--- config.mk ---
export PLATFORM = sky130hd
export DESIGN_NAME = keystroke_integer_calculator_top
export DESIGN_NICKNAME = d
export VERILOG_FILES = /design/src/rtl/kic_pkg.sv /design/src/rtl/kic_engine.sv /design/src/rtl/keystroke_integer_calculator_top.sv
export SDC_FILE = /design/constraint.sdc
export NUM_CORES = 1
export LEC_CHECK = 0
export BUFFER_PORTS_ARGS = -buffer_cell sky130_fd_sc_hd__buf_2
export CORE_MARGIN = 1.5
export CORE_UTILIZATION = 57
export DETAILED_ROUTE_END_ITERATION = 16
export PLACE_DENSITY = 0.77
export SYNTH_ARGS = -nofsm -noshare
export SYNTH_HDL_FRONTEND = slang
export SYNTH_SLANG_ARGS = --single-unit
export TNS_END_PERCENT = 5
--- constraint.sdc ---
create_clock -name clock -period 4.8 [get_ports clock]
set_input_delay 0.72 -clock clock [delete_from_list [all_inputs] [get_ports clock]]
set_output_delay 0.72 -clock clock [all_outputs]
set_load 0.02 [all_outputs]
--- src/rtl/kic_pkg.sv ---
`default_nettype none
// ----------------------------------------------------------------------------
// kic_pkg
// Shared types, key codes and helpers for the keystroke integer calculator.
// ----------------------------------------------------------------------------
package kic_pkg;

   localparam int DATA_W = 32;
   localparam int KEY_W  = 8;
   localparam int CNT_W  = $clog2(DATA_W);
   localparam int DIG_W  = 4;

   localparam logic [CNT_W-1:0]  ITER_LAST = CNT_W'(DATA_W - 1);
   localparam logic [DATA_W-1:0] TEN       = DATA_W'(10);

   // key codes
   localparam logic [KEY_W-1:0] KEY_ZERO   = 8'd48;
   localparam logic [KEY_W-1:0] KEY_NINE   = 8'd57;
   localparam logic [KEY_W-1:0] KEY_PLUS   = 8'd43;
   localparam logic [KEY_W-1:0] KEY_MINUS  = 8'd45;
   localparam logic [KEY_W-1:0] KEY_STAR   = 8'd42;
   localparam logic [KEY_W-1:0] KEY_SLASH  = 8'd47;
   localparam logic [KEY_W-1:0] KEY_PCT    = 8'd37;
   localparam logic [KEY_W-1:0] KEY_CARET  = 8'd94;
   localparam logic [KEY_W-1:0] KEY_BAR    = 8'd124;
   localparam logic [KEY_W-1:0] KEY_AMP    = 8'd38;
   localparam logic [KEY_W-1:0] KEY_EQUALS = 8'd61;

   // calculator operator, in key order + - * / % ^ | &
   typedef enum logic [2:0] {
      OP_ADD, OP_SUB, OP_MUL, OP_DIV, OP_REM, OP_XOR, OP_OR, OP_AND
   } calc_op_type;

   // operations of the shared arithmetic engine
   typedef enum logic [3:0] {
      ENG_ACC, ENG_ADD, ENG_SUB, ENG_MUL, ENG_DIV, ENG_REM, ENG_XOR, ENG_OR, ENG_AND
   } eng_op_type;

   typedef enum logic [1:0] {
      S_IDLE, S_BUSY, S_LOAD
   } ctl_state_type;

   typedef enum logic [1:0] {
      E_IDLE, E_ITER, E_FIN
   } eng_state_type;

   typedef struct packed {
      logic             start;
      eng_op_type       op;
      logic [DIG_W-1:0] digit;
   } eng_cmd_type;

   typedef struct packed {
      logic busy;
      logic done;
   } eng_stat_type;

   typedef struct packed {
      logic        hit;
      calc_op_type code;
   } op_lookup_type;

   function automatic logic is_positive(input logic [DATA_W-1:0] v);
      return (v != '0) && !v[DATA_W-1];
   endfunction

   function automatic logic is_digit(input logic [KEY_W-1:0] k);
      return (k >= KEY_ZERO) && (k <= KEY_NINE);
   endfunction

   function automatic op_lookup_type op_lookup(input logic [KEY_W-1:0] k);
      op_lookup_type r;
      r.hit  = 1'b1;
      r.code = OP_ADD;
      case (k)
         KEY_PLUS:  r.code = OP_ADD;
         KEY_MINUS: r.code = OP_SUB;
         KEY_STAR:  r.code = OP_MUL;
         KEY_SLASH: r.code = OP_DIV;
         KEY_PCT:   r.code = OP_REM;
         KEY_CARET: r.code = OP_XOR;
         KEY_BAR:   r.code = OP_OR;
         KEY_AMP:   r.code = OP_AND;
         default:   r.hit  = 1'b0;
      endcase
      return r;
   endfunction

   function automatic eng_op_type calc_to_eng(input calc_op_type c);
      eng_op_type e;
      case (c)
         OP_ADD:  e = ENG_ADD;
         OP_SUB:  e = ENG_SUB;
         OP_MUL:  e = ENG_MUL;
         OP_DIV:  e = ENG_DIV;
         OP_REM:  e = ENG_REM;
         OP_XOR:  e = ENG_XOR;
         OP_OR:   e = ENG_OR;
         default: e = ENG_AND;
      endcase
      return e;
   endfunction

endpackage
`default_nettype wire

--- src/rtl/kic_engine.sv ---
`default_nettype none
// ----------------------------------------------------------------------------
// kic_engine
// Iterative arithmetic engine: one 33-bit adder shared by shift-add multiply,
// restoring divide, digit accumulation and the final add or subtract.
// ----------------------------------------------------------------------------
module kic_engine
   import kic_pkg::*;
(
   input  wire logic              clock,
   input  wire logic              reset,
   input  wire eng_cmd_type       cmd,
   input  wire logic [DATA_W-1:0] opa,
   input  wire logic [DATA_W-1:0] opb,
   output eng_stat_type           stat,
   output logic [DATA_W-1:0]      result
);

   eng_state_type     state_ff, state_in;
   eng_op_type        op_ff, op_in;
   logic [DATA_W-1:0] a_ff, a_in;
   logic [DATA_W-1:0] b_ff, b_in;
   logic [DIG_W-1:0]  dig_ff, dig_in;
   logic [DATA_W-1:0] acc_ff, acc_in;
   logic [DATA_W-1:0] quo_ff, quo_in;
   logic [CNT_W-1:0]  cnt_ff, cnt_in;
   logic [DATA_W-1:0] res_ff, res_in;

   logic              div_op;
   logic [DATA_W-1:0] rs;
   logic [DATA_W-1:0] add_x, add_y;
   logic              add_cin;
   logic [DATA_W:0]   sum;

   assign div_op = (op_ff == ENG_DIV) || (op_ff == ENG_REM);
   assign rs     = {acc_ff[DATA_W-2:0], quo_ff[DATA_W-1]};

   // shared adder
   assign sum = {1'b0, add_x} + {1'b0, add_y} + {{DATA_W{1'b0}}, add_cin};

   // state register
   always_ff @(posedge clock) begin
      if (reset) begin
         state_ff <= E_IDLE;
      end else begin
         state_ff <= state_in;
      end
   end

   // datapath registers
   always_ff @(posedge clock) begin
      op_ff  <= op_in;
      a_ff   <= a_in;
      b_ff   <= b_in;
      dig_ff <= dig_in;
      acc_ff <= acc_in;
      quo_ff <= quo_in;
      cnt_ff <= cnt_in;
      res_ff <= res_in;
   end

   // sequence the shared adder
   always_comb begin
      state_in = state_ff;
      op_in    = op_ff;
      a_in     = a_ff;
      b_in     = b_ff;
      dig_in   = dig_ff;
      acc_in   = acc_ff;
      quo_in   = quo_ff;
      cnt_in   = cnt_ff;
      res_in   = res_ff;
      add_x    = acc_ff;
      add_y    = '0;
      add_cin  = 1'b0;
      stat     = '0;

      case (state_ff)
         E_IDLE: begin
            if (cmd.start) begin
               op_in  = cmd.op;
               a_in   = opa;
               b_in   = opb;
               dig_in = cmd.digit;
               acc_in = '0;
               cnt_in = '0;
               // multiplier bits or dividend bits shift out of quo
               if ((cmd.op == ENG_DIV) || (cmd.op == ENG_REM)) begin
                  quo_in = opa;
               end else begin
                  quo_in = opb;
               end
               if ((cmd.op == ENG_ACC) || (cmd.op == ENG_MUL) ||
                   (cmd.op == ENG_DIV) || (cmd.op == ENG_REM)) begin
                  state_in = E_ITER;
               end else begin
                  state_in = E_FIN;
               end
            end
         end
         E_ITER: begin
            stat.busy = 1'b1;
            if (div_op) begin
               // trial subtract of the divisor from the shifted remainder
               add_x   = rs;
               add_y   = ~b_ff;
               add_cin = 1'b1;
               acc_in  = sum[DATA_W] ? sum[DATA_W-1:0] : rs;
               quo_in  = {quo_ff[DATA_W-2:0], sum[DATA_W]};
            end else begin
               // shift partial product, add multiplicand on a set bit
               add_x  = {acc_ff[DATA_W-2:0], 1'b0};
               add_y  = quo_ff[DATA_W-1] ? a_ff : '0;
               acc_in = sum[DATA_W-1:0];
               quo_in = {quo_ff[DATA_W-2:0], 1'b0};
            end
            cnt_in = cnt_ff + 1'b1;
            if (cnt_ff == ITER_LAST) begin
               state_in = E_FIN;
            end
         end
         E_FIN: begin
            stat.busy = 1'b1;
            stat.done = 1'b1;
            case (op_ff)
               ENG_ADD: begin
                  add_x = a_ff;
                  add_y = b_ff;
               end
               ENG_SUB: begin
                  add_x   = a_ff;
                  add_y   = ~b_ff;
                  add_cin = 1'b1;
               end
               ENG_ACC: begin
                  add_x = acc_ff;
                  add_y = {{(DATA_W-DIG_W){1'b0}}, dig_ff};
               end
               default: begin
                  add_x = acc_ff;
                  add_y = '0;
               end
            endcase
            case (op_ff)
               ENG_DIV: res_in = quo_ff;
               ENG_REM: res_in = acc_ff;
               ENG_XOR: res_in = a_ff ^ b_ff;
               ENG_OR:  res_in = a_ff | b_ff;
               ENG_AND: res_in = a_ff & b_ff;
               default: res_in = sum[DATA_W-1:0];
            endcase
            state_in = E_IDLE;
         end
         default: begin
            state_in = E_IDLE;
         end
      endcase
   end

   assign result = res_ff;

endmodule
`default_nettype wire

--- src/rtl/keystroke_integer_calculator_top.sv ---
`default_nettype none
// ----------------------------------------------------------------------------
// keystroke_integer_calculator_top
// Keystroke calculator: builds two decimal operands from ASCII keys, applies
// one of + - * / % ^ | & on '=', and returns one response beat per key.
// ----------------------------------------------------------------------------
// One key beat in, one response beat out. A digit or an accepted '=' runs on the
// shared engine: 32 steps of the 33-bit adder (shift-add multiply by ten for
// digits, shift-add multiply or restoring divide for the operator), a finish
// step and a write-back step into the output register; add, subtract and the
// bitwise operators skip the 32 steps. Any other key is answered in the cycle
// after accept. req_tready stays low while a key is in work or its response
// beat still sits in the output register.
module keystroke_integer_calculator_top
   import kic_pkg::*;
(
   input  wire logic        clock,
   input  wire logic        reset,
   input  wire logic        req_tvalid,
   output logic             req_tready,
   input  wire logic [7:0]  req_tdata,  // [7:0] key
   output logic             rsp_tvalid,
   input  wire logic        rsp_tready,
   output logic [39:0]      rsp_tdata,  // [7:0] echo_char, [39:8] result_value
   output logic [2:0]       rsp_tuser   // [0] echo_valid, [1] result_valid,
                                        // [2] was_division
);

   ctl_state_type     state_ff, state_in;
   logic              phase_ff, phase_in;
   logic [DATA_W-1:0] first_ff, first_in;
   logic [DATA_W-1:0] second_ff, second_in;
   calc_op_type       opcode_ff, opcode_in;
   logic              job_eq_ff, job_eq_in;
   logic [KEY_W-1:0]  key_ff, key_in;

   logic              rsp_valid_ff, rsp_valid_in;
   logic              o_echo_ff, o_echo_in;
   logic [KEY_W-1:0]  o_char_ff, o_char_in;
   logic              o_res_ff, o_res_in;
   logic [DATA_W-1:0] o_value_ff, o_value_in;
   logic              o_div_ff, o_div_in;

   logic              accept;
   logic [KEY_W-1:0]  key;
   op_lookup_type     op_hit;
   eng_cmd_type       eng_cmd;
   eng_stat_type      eng_stat;
   logic [DATA_W-1:0] eng_a, eng_b, eng_result;

   assign req_tready = (state_ff == S_IDLE) && !rsp_valid_ff;
   assign accept     = req_tvalid && req_tready;
   assign key        = req_tdata;
   assign op_hit     = op_lookup(key);

   kic_engine u_engine (
      .clock  (clock),
      .reset  (reset),
      .cmd    (eng_cmd),
      .opa    (eng_a),
      .opb    (eng_b),
      .stat   (eng_stat),
      .result (eng_result)
   );

   // control registers
   always_ff @(posedge clock) begin
      if (reset) begin
         state_ff     <= S_IDLE;
         phase_ff     <= 1'b0;
         first_ff     <= '0;
         second_ff    <= '0;
         opcode_ff    <= OP_ADD;
         rsp_valid_ff <= 1'b0;
      end else begin
         state_ff     <= state_in;
         phase_ff     <= phase_in;
         first_ff     <= first_in;
         second_ff    <= second_in;
         opcode_ff    <= opcode_in;
         rsp_valid_ff <= rsp_valid_in;
      end
   end

   // payload registers
   always_ff @(posedge clock) begin
      job_eq_ff  <= job_eq_in;
      key_ff     <= key_in;
      o_echo_ff  <= o_echo_in;
      o_char_ff  <= o_char_in;
      o_res_ff   <= o_res_in;
      o_value_ff <= o_value_in;
      o_div_ff   <= o_div_in;
   end

   // decode keys, drive the engine, load the output beat
   always_comb begin
      state_in     = state_ff;
      phase_in     = phase_ff;
      first_in     = first_ff;
      second_in    = second_ff;
      opcode_in    = opcode_ff;
      job_eq_in    = job_eq_ff;
      key_in       = key_ff;
      rsp_valid_in = rsp_valid_ff && !rsp_tready;
      o_echo_in    = o_echo_ff;
      o_char_in    = o_char_ff;
      o_res_in     = o_res_ff;
      o_value_in   = o_value_ff;
      o_div_in     = o_div_ff;
      eng_cmd      = '0;
      eng_a        = first_ff;
      eng_b        = TEN;

      case (state_ff)
         S_IDLE: begin
            if (accept) begin
               key_in     = key;
               // default: key dropped, answer with an empty beat
               rsp_valid_in = 1'b1;
               o_echo_in    = 1'b0;
               o_char_in    = '0;
               o_res_in     = 1'b0;
               o_value_in   = '0;
               o_div_in     = 1'b0;
               if (is_digit(key)) begin
                  rsp_valid_in  = 1'b0;
                  job_eq_in     = 1'b0;
                  eng_cmd.start = 1'b1;
                  eng_cmd.op    = ENG_ACC;
                  eng_cmd.digit = key[DIG_W-1:0];
                  eng_a         = phase_ff ? second_ff : first_ff;
                  eng_b         = TEN;
                  state_in      = S_BUSY;
               end else if (!phase_ff) begin
                  if (is_positive(first_ff) && op_hit.hit) begin
                     opcode_in = op_hit.code;
                     phase_in  = 1'b1;
                     o_echo_in = 1'b1;
                     o_char_in = key;
                  end
               end else if ((key == KEY_EQUALS) && is_positive(second_ff)) begin
                  rsp_valid_in  = 1'b0;
                  job_eq_in     = 1'b1;
                  eng_cmd.start = 1'b1;
                  eng_cmd.op    = calc_to_eng(opcode_ff);
                  eng_a         = first_ff;
                  eng_b         = second_ff;
                  state_in      = S_BUSY;
               end
            end
         end
         S_BUSY: begin
            if (eng_stat.done) begin
               state_in = S_LOAD;
            end
         end
         S_LOAD: begin
            // output register is empty here; write back and emit
            rsp_valid_in = 1'b1;
            o_echo_in    = 1'b1;
            o_char_in    = key_ff;
            o_res_in     = job_eq_ff;
            o_value_in   = job_eq_ff ? eng_result : '0;
            o_div_in     = job_eq_ff && (opcode_ff == OP_DIV);
            if (job_eq_ff) begin
               phase_in  = 1'b0;
               first_in  = '0;
               second_in = '0;
               opcode_in = OP_ADD;
            end else if (phase_ff) begin
               second_in = eng_result;
            end else begin
               first_in = eng_result;
            end
            state_in = S_IDLE;
         end
         default: begin
            state_in = S_IDLE;
         end
      endcase
   end

   assign rsp_tvalid = rsp_valid_ff;
   assign rsp_tdata  = {o_value_ff, o_char_ff};
   assign rsp_tuser  = {o_div_ff, o_res_ff, o_echo_ff};

   // the engine starts only with an empty output register
   assert property (@(posedge clock) disable iff (reset)
      eng_cmd.start |-> !rsp_valid_ff)
      else $error("engine started while a result beat waits");

   // a finished engine job is written back in the next cycle
   assert property (@(posedge clock) disable iff (reset)
      (eng_stat.done && (state_ff == S_BUSY)) |=> (state_ff == S_LOAD))
      else $error("engine result not taken after finish");

   // a result beat always carries the echoed equals key
   assert property (@(posedge clock) disable iff (reset)
      (rsp_tvalid && rsp_tuser[1]) |-> (rsp_tuser[0] && (rsp_tdata[7:0] == KEY_EQUALS)))
      else $error("result without echoed equals key");

   // division flag only rides on a result
   assert property (@(posedge clock) disable iff (reset)
      (rsp_tvalid && rsp_tuser[2]) |-> rsp_tuser[1])
      else $error("division flag without result");

endmodule
`default_nettype wire
Yosys cells after proc, flatten, opt, wreduce, memory -nomap -nowiden. Cells that the tools add are included.

Flip-flop bits (word level): 298. Bits of input ports: 12. Output and inout bits: 45. Logic and storage cells: 204.

$add $sub $neg: 3. Magnitude comparators: 2. Eq/ne operators: 41. Mux-type cells: 88. Bitwise logic cells: 4. Reductions and logical operators: 44.

Operators by type and width (number): 2-to-1 mux 32 bit (23); case mux 32 bit (2 select lines) (5); case mux 32 bit (5 select lines) (1); case mux 32 bit (3 select lines) (1); nonzero test 32 bit (2); == test 8 x 6 -> 1 bit, second input constant (7); adder 32 x 32 -> 33 bit (1); adder 33 x 1 -> 33 bit (1); bitwise AND 32 bit (1); 2-to-1 mux 8 bit (4); NOT 32 bit (1); bitwise OR 32 bit (1); XOR 32 bit (1); case mux 4 bit (7 select lines) (1); == test 4 x 3 -> 1 bit, second input constant (6); 2-to-1 mux 1 bit (21); case mux 3 bit (7 select lines) (1); 2-to-1 mux 5 bit (4); 2-to-1 mux 9 bit (2); == test 8 x 7 -> 1 bit, second input constant (2); 2-to-1 mux 2 bit (8); case mux 8 bit (2 select lines) (1); 2-to-1 mux 3 bit (5); AND reduction 2 bit (7); 33 further kinds (75).

Depth between registers and ports, before layout.
Depth after elaboration: 15. Mapped depth: 21. Depth with buffers taken out: 18.

Modules after synthesis. From an unflattened synthesis, not the netlist that was laid out.

Cells, all modules: 1817. Area, all modules: 18152.4 sq um.

By module, submodules not included: kic_engine (times used 1, cells each 1293, area each 12589.6 sq um, seq. area each 5235.0 sq um); keystroke_integer_calculator_top (times used 1, cells each 524, area each 5562.8 sq um, seq. area each 2982.9 sq um).

Worst setup path before layout. No wires, ideal clock.

Path type: reg-to-reg. Start point: register u_engine.state_ff[0]. End point: register u_engine.acc_ff[23] (data pin). Library setup time: 0.256 ns. Data arrival time: 5.020 ns. Data required time: 4.544 ns. Path slack: -0.475 ns. Cell stages (with the launch flop): 22. Path buffers: 4. Period minus slack after synthesis: 5.275 ns. Cells stage by stage: dfxtp_1 inv_1 ha_1 clkbuf_1 nand2_1 nor2_1 clkbuf_1 a32o_1 a22oi_1 fa_1 fa_1 nand2b_1 a21oi_1 o211ai_1 a21oi_1 a31oi_4 o211ai_2 or2_1 clkbuf_1 buf_2 nand2_1 o211a_1.

Cells in the longest elaborated chain, start to end: 7. Elaborated cells between the ends (all ways): 11. Classes of those cells: add/sub: 2; eq/ne: 2; mux: 6; reduce/logical: 1.

RTL lines: from (decl) (line kic_engine.sv:19) `eng_state_type state_ff, state_in;`; from (signal assigned) (line kic_engine.sv:46) `state_ff <= state_in;`; == test 2 bit / == test 2 x 1 -> 1 bit (equally long branches); case mux 32 bit (2 select lines) (line kic_engine.sv:78) `case (state_ff)`; adder 32 x 32 -> 33 bit (line kic_engine.sv:39) `assign sum = {1'b0, add_x} + {1'b0, add_y} + {{DATA_W{1'b0}}, add_cin};`; adder 33 x 1 -> 33 bit (line kic_engine.sv:39); 2-to-1 mux 32 bit (line kic_engine.sv:108) `acc_in = sum[DATA_W] ? sum[DATA_W-1:0] : rs;`; 2-to-1 mux 32 bit (line kic_engine.sv:103) `if (div_op) begin`; case mux 32 bit (2 select lines) * (line kic_engine.sv:78); to (signal assigned) (line kic_engine.sv:56) `acc_ff <= acc_in;`; to (decl) (line kic_engine.sv:24) `logic [DATA_W-1:0] acc_ff, acc_in;`.

Every way passes the cells marked *; elsewhere a longest branch is shown, timed or not. A chain may end at the register's enable or synchronous reset.

Worst setup path after layout.
Start point: register u_engine.state_ff[0]. End point: register u_engine.res_ff[31], in the netlist u_engine.result[31] (data pin).

Cells in the longest elaborated chain, start to end: 5. Elaborated cells between the ends (all ways): 8. Classes of those cells: add/sub: 2; eq/ne: 2; mux: 4.

RTL lines: == test 2 bit / == test 2 x 1 -> 1 bit (equally long branches); case mux 32 bit (2 select lines) (line kic_engine.sv:78); adder 32 x 32 -> 33 bit (line kic_engine.sv:39); adder 33 x 1 -> 33 bit * (line kic_engine.sv:39); case mux 32 bit (5 select lines) * (line kic_engine.sv:144) `case (op_ff)`; to (signal assigned) (line kic_engine.sv:59) `res_ff <= res_in;`; to (decl) (line kic_engine.sv:27) `logic [DATA_W-1:0] res_ff, res_in;`.

Marked as above.

==> flow_summary.json <==
{
  "min_to": "key_ff[5]",
  "critPathTopFamily": "compound AO/OA/AOI/OAI gates",
  "leakage_nw": 7.45,
  "place_area_um2": 18500,
  "fin_skew_ns": 0.0119,
  "finalWirelength_um": 52300,
  "startpoint_type": "register",
  "drive_gt1_share_pct": 11.4,
  "clock-sinks": 298,
  "finalHoldViolations": 0,
  "slew_viol_final": 0,
  "num_antenna_cells": 0,
  "r2r_start": "u_engine.state_ff[0]",
  "cts-root-buf": "clkbuf_16",
  "track_usage_pct": 31.2,
  "grt_pass1_wl_um": 80400,
  "cp_max_fo": 31,
  "max_stage_delay_ns": 0.40,
  "port_buffers": 56,
  "finalPower_mw": 5.65,
  "grt_max_degree": 74,
  "grt_overflow": 0,
  "hold_class": "in -> reg",
  "gp_congestion": 0.922,
  "drc": 0,
  "worstHoldStart": "req_tdata[5]",
  "max-cap-violations": 0,
  "worstRegToRegCells": 17,
  "fp.dieArea_um2": 32300,
  "vias": 15000,
  "die_h_um": 180,
  "period_needed_ns": 4.56,
  "crit_chain": "inv_1, ha_4, nand2_1, nor2_2, buf_6, a22o_1, a22o_1, ha_1, nor2b_1, o31a_1, o31a_1, a22oi_1, a21oi_1, o211a_1, a211oi_1, xor2_1, o21ai_1",
  "routed_via_density": 6.61,
  "synth_top_cell_by_area": "edfxtp_1",
  "synth-seq-cells": 298,
  "crit_required_ns": 5.10,
  "syn_nets": 1959,
  "wl_per_cell_um": 23.1,
  "clk_latency_ns": 0.56,
  "slew_headroom_pct": 16.8,
  "powerDensity_nw_per_um2": 289,
  "cts-htree-levels": 1,
  "initial_utilization_pct": 58.1,
  "clock_path_buffers": 3,
  "synth.most_common_cell": "edfxtp_1",
  "setup-violations-final": 0,
  "final_cell_area_um2": 19500,
  "whs_path_depth": 1,
  "finalCritPeriodShare_pct": 94.9,
  "grt_pass1_vias": 14400,
  "async_flop_share_pct": 0,
  "synth_top_area_share_pct": 37.9,
  "fp.coreArea_um2": 30700,
  "numCtsBuffers": 30,
  "nNetsFinal": 1960,
  "yosys_warnings": 0,
  "r2r_end": "u_engine.result[31]",
  "cts.hold.buffers_added": 0,
  "synth_edf_count": 225,
  "avgSynthCellArea_um2": 9.66,
  "fmax_mhz": 219,
  "worst_pin_slew_ns": 1.25,
  "vdd_ir_drop_max_uv": 382,
  "cts-resized-gates": 0,
  "cts_setup_buffers": 0,
  "drt-initial-drc-count": 1654,
  "core.rowCount": 64,
  "worstSetupPathType": "reg -> reg",
  "synth_common_cells": "edfxtp_1, nand2_1, o21ai_0",
  "seq_area_frac_synth_pct": 46.1,
  "cp_slowest_cell": "a22oi_1",
  "syn-cell-area_um2": 17800,
  "drtAntennaViolNets": 0,
  "critPathArrivalTime_ns": 4.86,
  "synthTopCellsByArea": "edfxtp_1, dfxtp_1, ha_1",
  "syn_to_final_growth_pct": 9.64,
  "rrSetupSlack_ns": 0.24,
  "fp.dieW_um": 180,
  "setup.worst_path.end_class": "register",
  "antenna_found_initial": 0,
  "status": "complete, no violations",
  "ys_types": 75,
  "path_buf_inv": 2,
  "dr.pass1.iters": 6,
  "ys.flop_type": "edfxtp_1",
  "cts_tree": "built",
  "ios": 57,
  "synthesis.instances": 1845,
  "dp_hpwl_um": 36300,
  "clk_pin_slew_ns": 0.06
}
state kept, by name (all words and copies together) (netlist names), 3 cells and up:
name	flops
first_ff	32
key_ff	8
o_char_ff	8
o_value_ff	32
opcode_ff	3
second_ff	32
u_engine.a_ff	32
u_engine.acc_ff	32
u_engine.b_ff	32
u_engine.cnt_ff	5
u_engine.dig_ff	4
u_engine.op_ff	4
u_engine.quo_ff	32
u_engine.result	32
metrics by stage:
stage / setup WS (ns) / hold WS [ns] / util, % / cells / TNS, ns
after CTS: 0.229 / 0.390 / 63.7 / 2266 / 0
after floorplan: -0.0529 / 0.462 / - / 1845 / -3.65
after global placement: 0.373 / 0.482 / 60.4 / 2210 / 0
final: 0.244 / 0.406 / 63.7 / 2266 / 0
after detailed placement: 0.263 / 0.503 / 60.4 / 2210 / 0
after global routing: -0.0140 / 0.411 / 63.7 / 2266 / -0.0140
how the worst max path moves through the flow:
stage | depth (start not counted) | startpoint | end | slack, ns
floorplan | 8 | req_tdata[7] | u_engine.acc_ff[0] | -0.05
global placement | 17 | u_engine.state_ff[0] | u_engine.result[31] | 0.37
detailed placement | 17 | u_engine.state_ff[0] | u_engine.result[31] | 0.26
CTS | 16 | u_engine.op_ff[2] | u_engine.acc_ff[25] | 0.23
global route | 17 | u_engine.state_ff[0] | u_engine.result[31] | -0.01
finish | 17 | u_engine.state_ff[0] | u_engine.result[31] | 0.24
area by class of cell:
| type | instances | area [µm²] |
|---|---|---|
| fillers | 2411 | 11100 |
| multi-input cells | 1323 | 8810 |
| flip-flops and latches | 298 | 8220 |
| clock buffers | 39 | 836 |
| repair buffers | 104 | 686 |
| well taps | 396 | 495 |
| inverters | 89 | 334 |
| clock inverters | 17 | 155 |
kinds of logic after synthesis:
| logic type | synth area share [%] |
|---|---|
| xor gates and xnor gates | 1.52 |
| muxes | 2.30 |
| DFF | 46.1 |
| AOI/OAI and AO/OA | 21.6 |
| adders and majority gates | 7.25 |
| buffers and inverters | 4.96 |
| and+or+nand+nor | 16.3 |
| other | 0.0210 |
per-layer routing:
| metal | global-route usage (%) | wire length, µm |
|---|---|---|
| met1 | 38.4 | 20000 |
| met2 | 53.7 | 25600 |
| met3 | 3.38 | 3570 |
| met4 | 17.2 | 3110 |
| met5 | 0 | 0 |
placed cells by master, fill, tap and decap left out, types with 64 or more instances in the layout:
master,synthesis,final
edfxtp_1,225,225
nand2_1,172,171
o21ai_0,135,135
nor2_1,132,129
a22oi_1,112,112
ha_1,100,97
inv_1,88,88
a21oi_1,74,74
dfxtp_1,73,73
a22o_1,69,69
nor2b_1,65,64
report_power, final:
group | internal, mW | leakage [nW] | switching, mW
Clock | 1.34 | 0.483 | 1.03
Sequential | 2.82 | 2.77 | 0.0505
Combinational | 0.127 | 4.20 | 0.283
No activity file was read; power rests on OpenSTA's default activity.
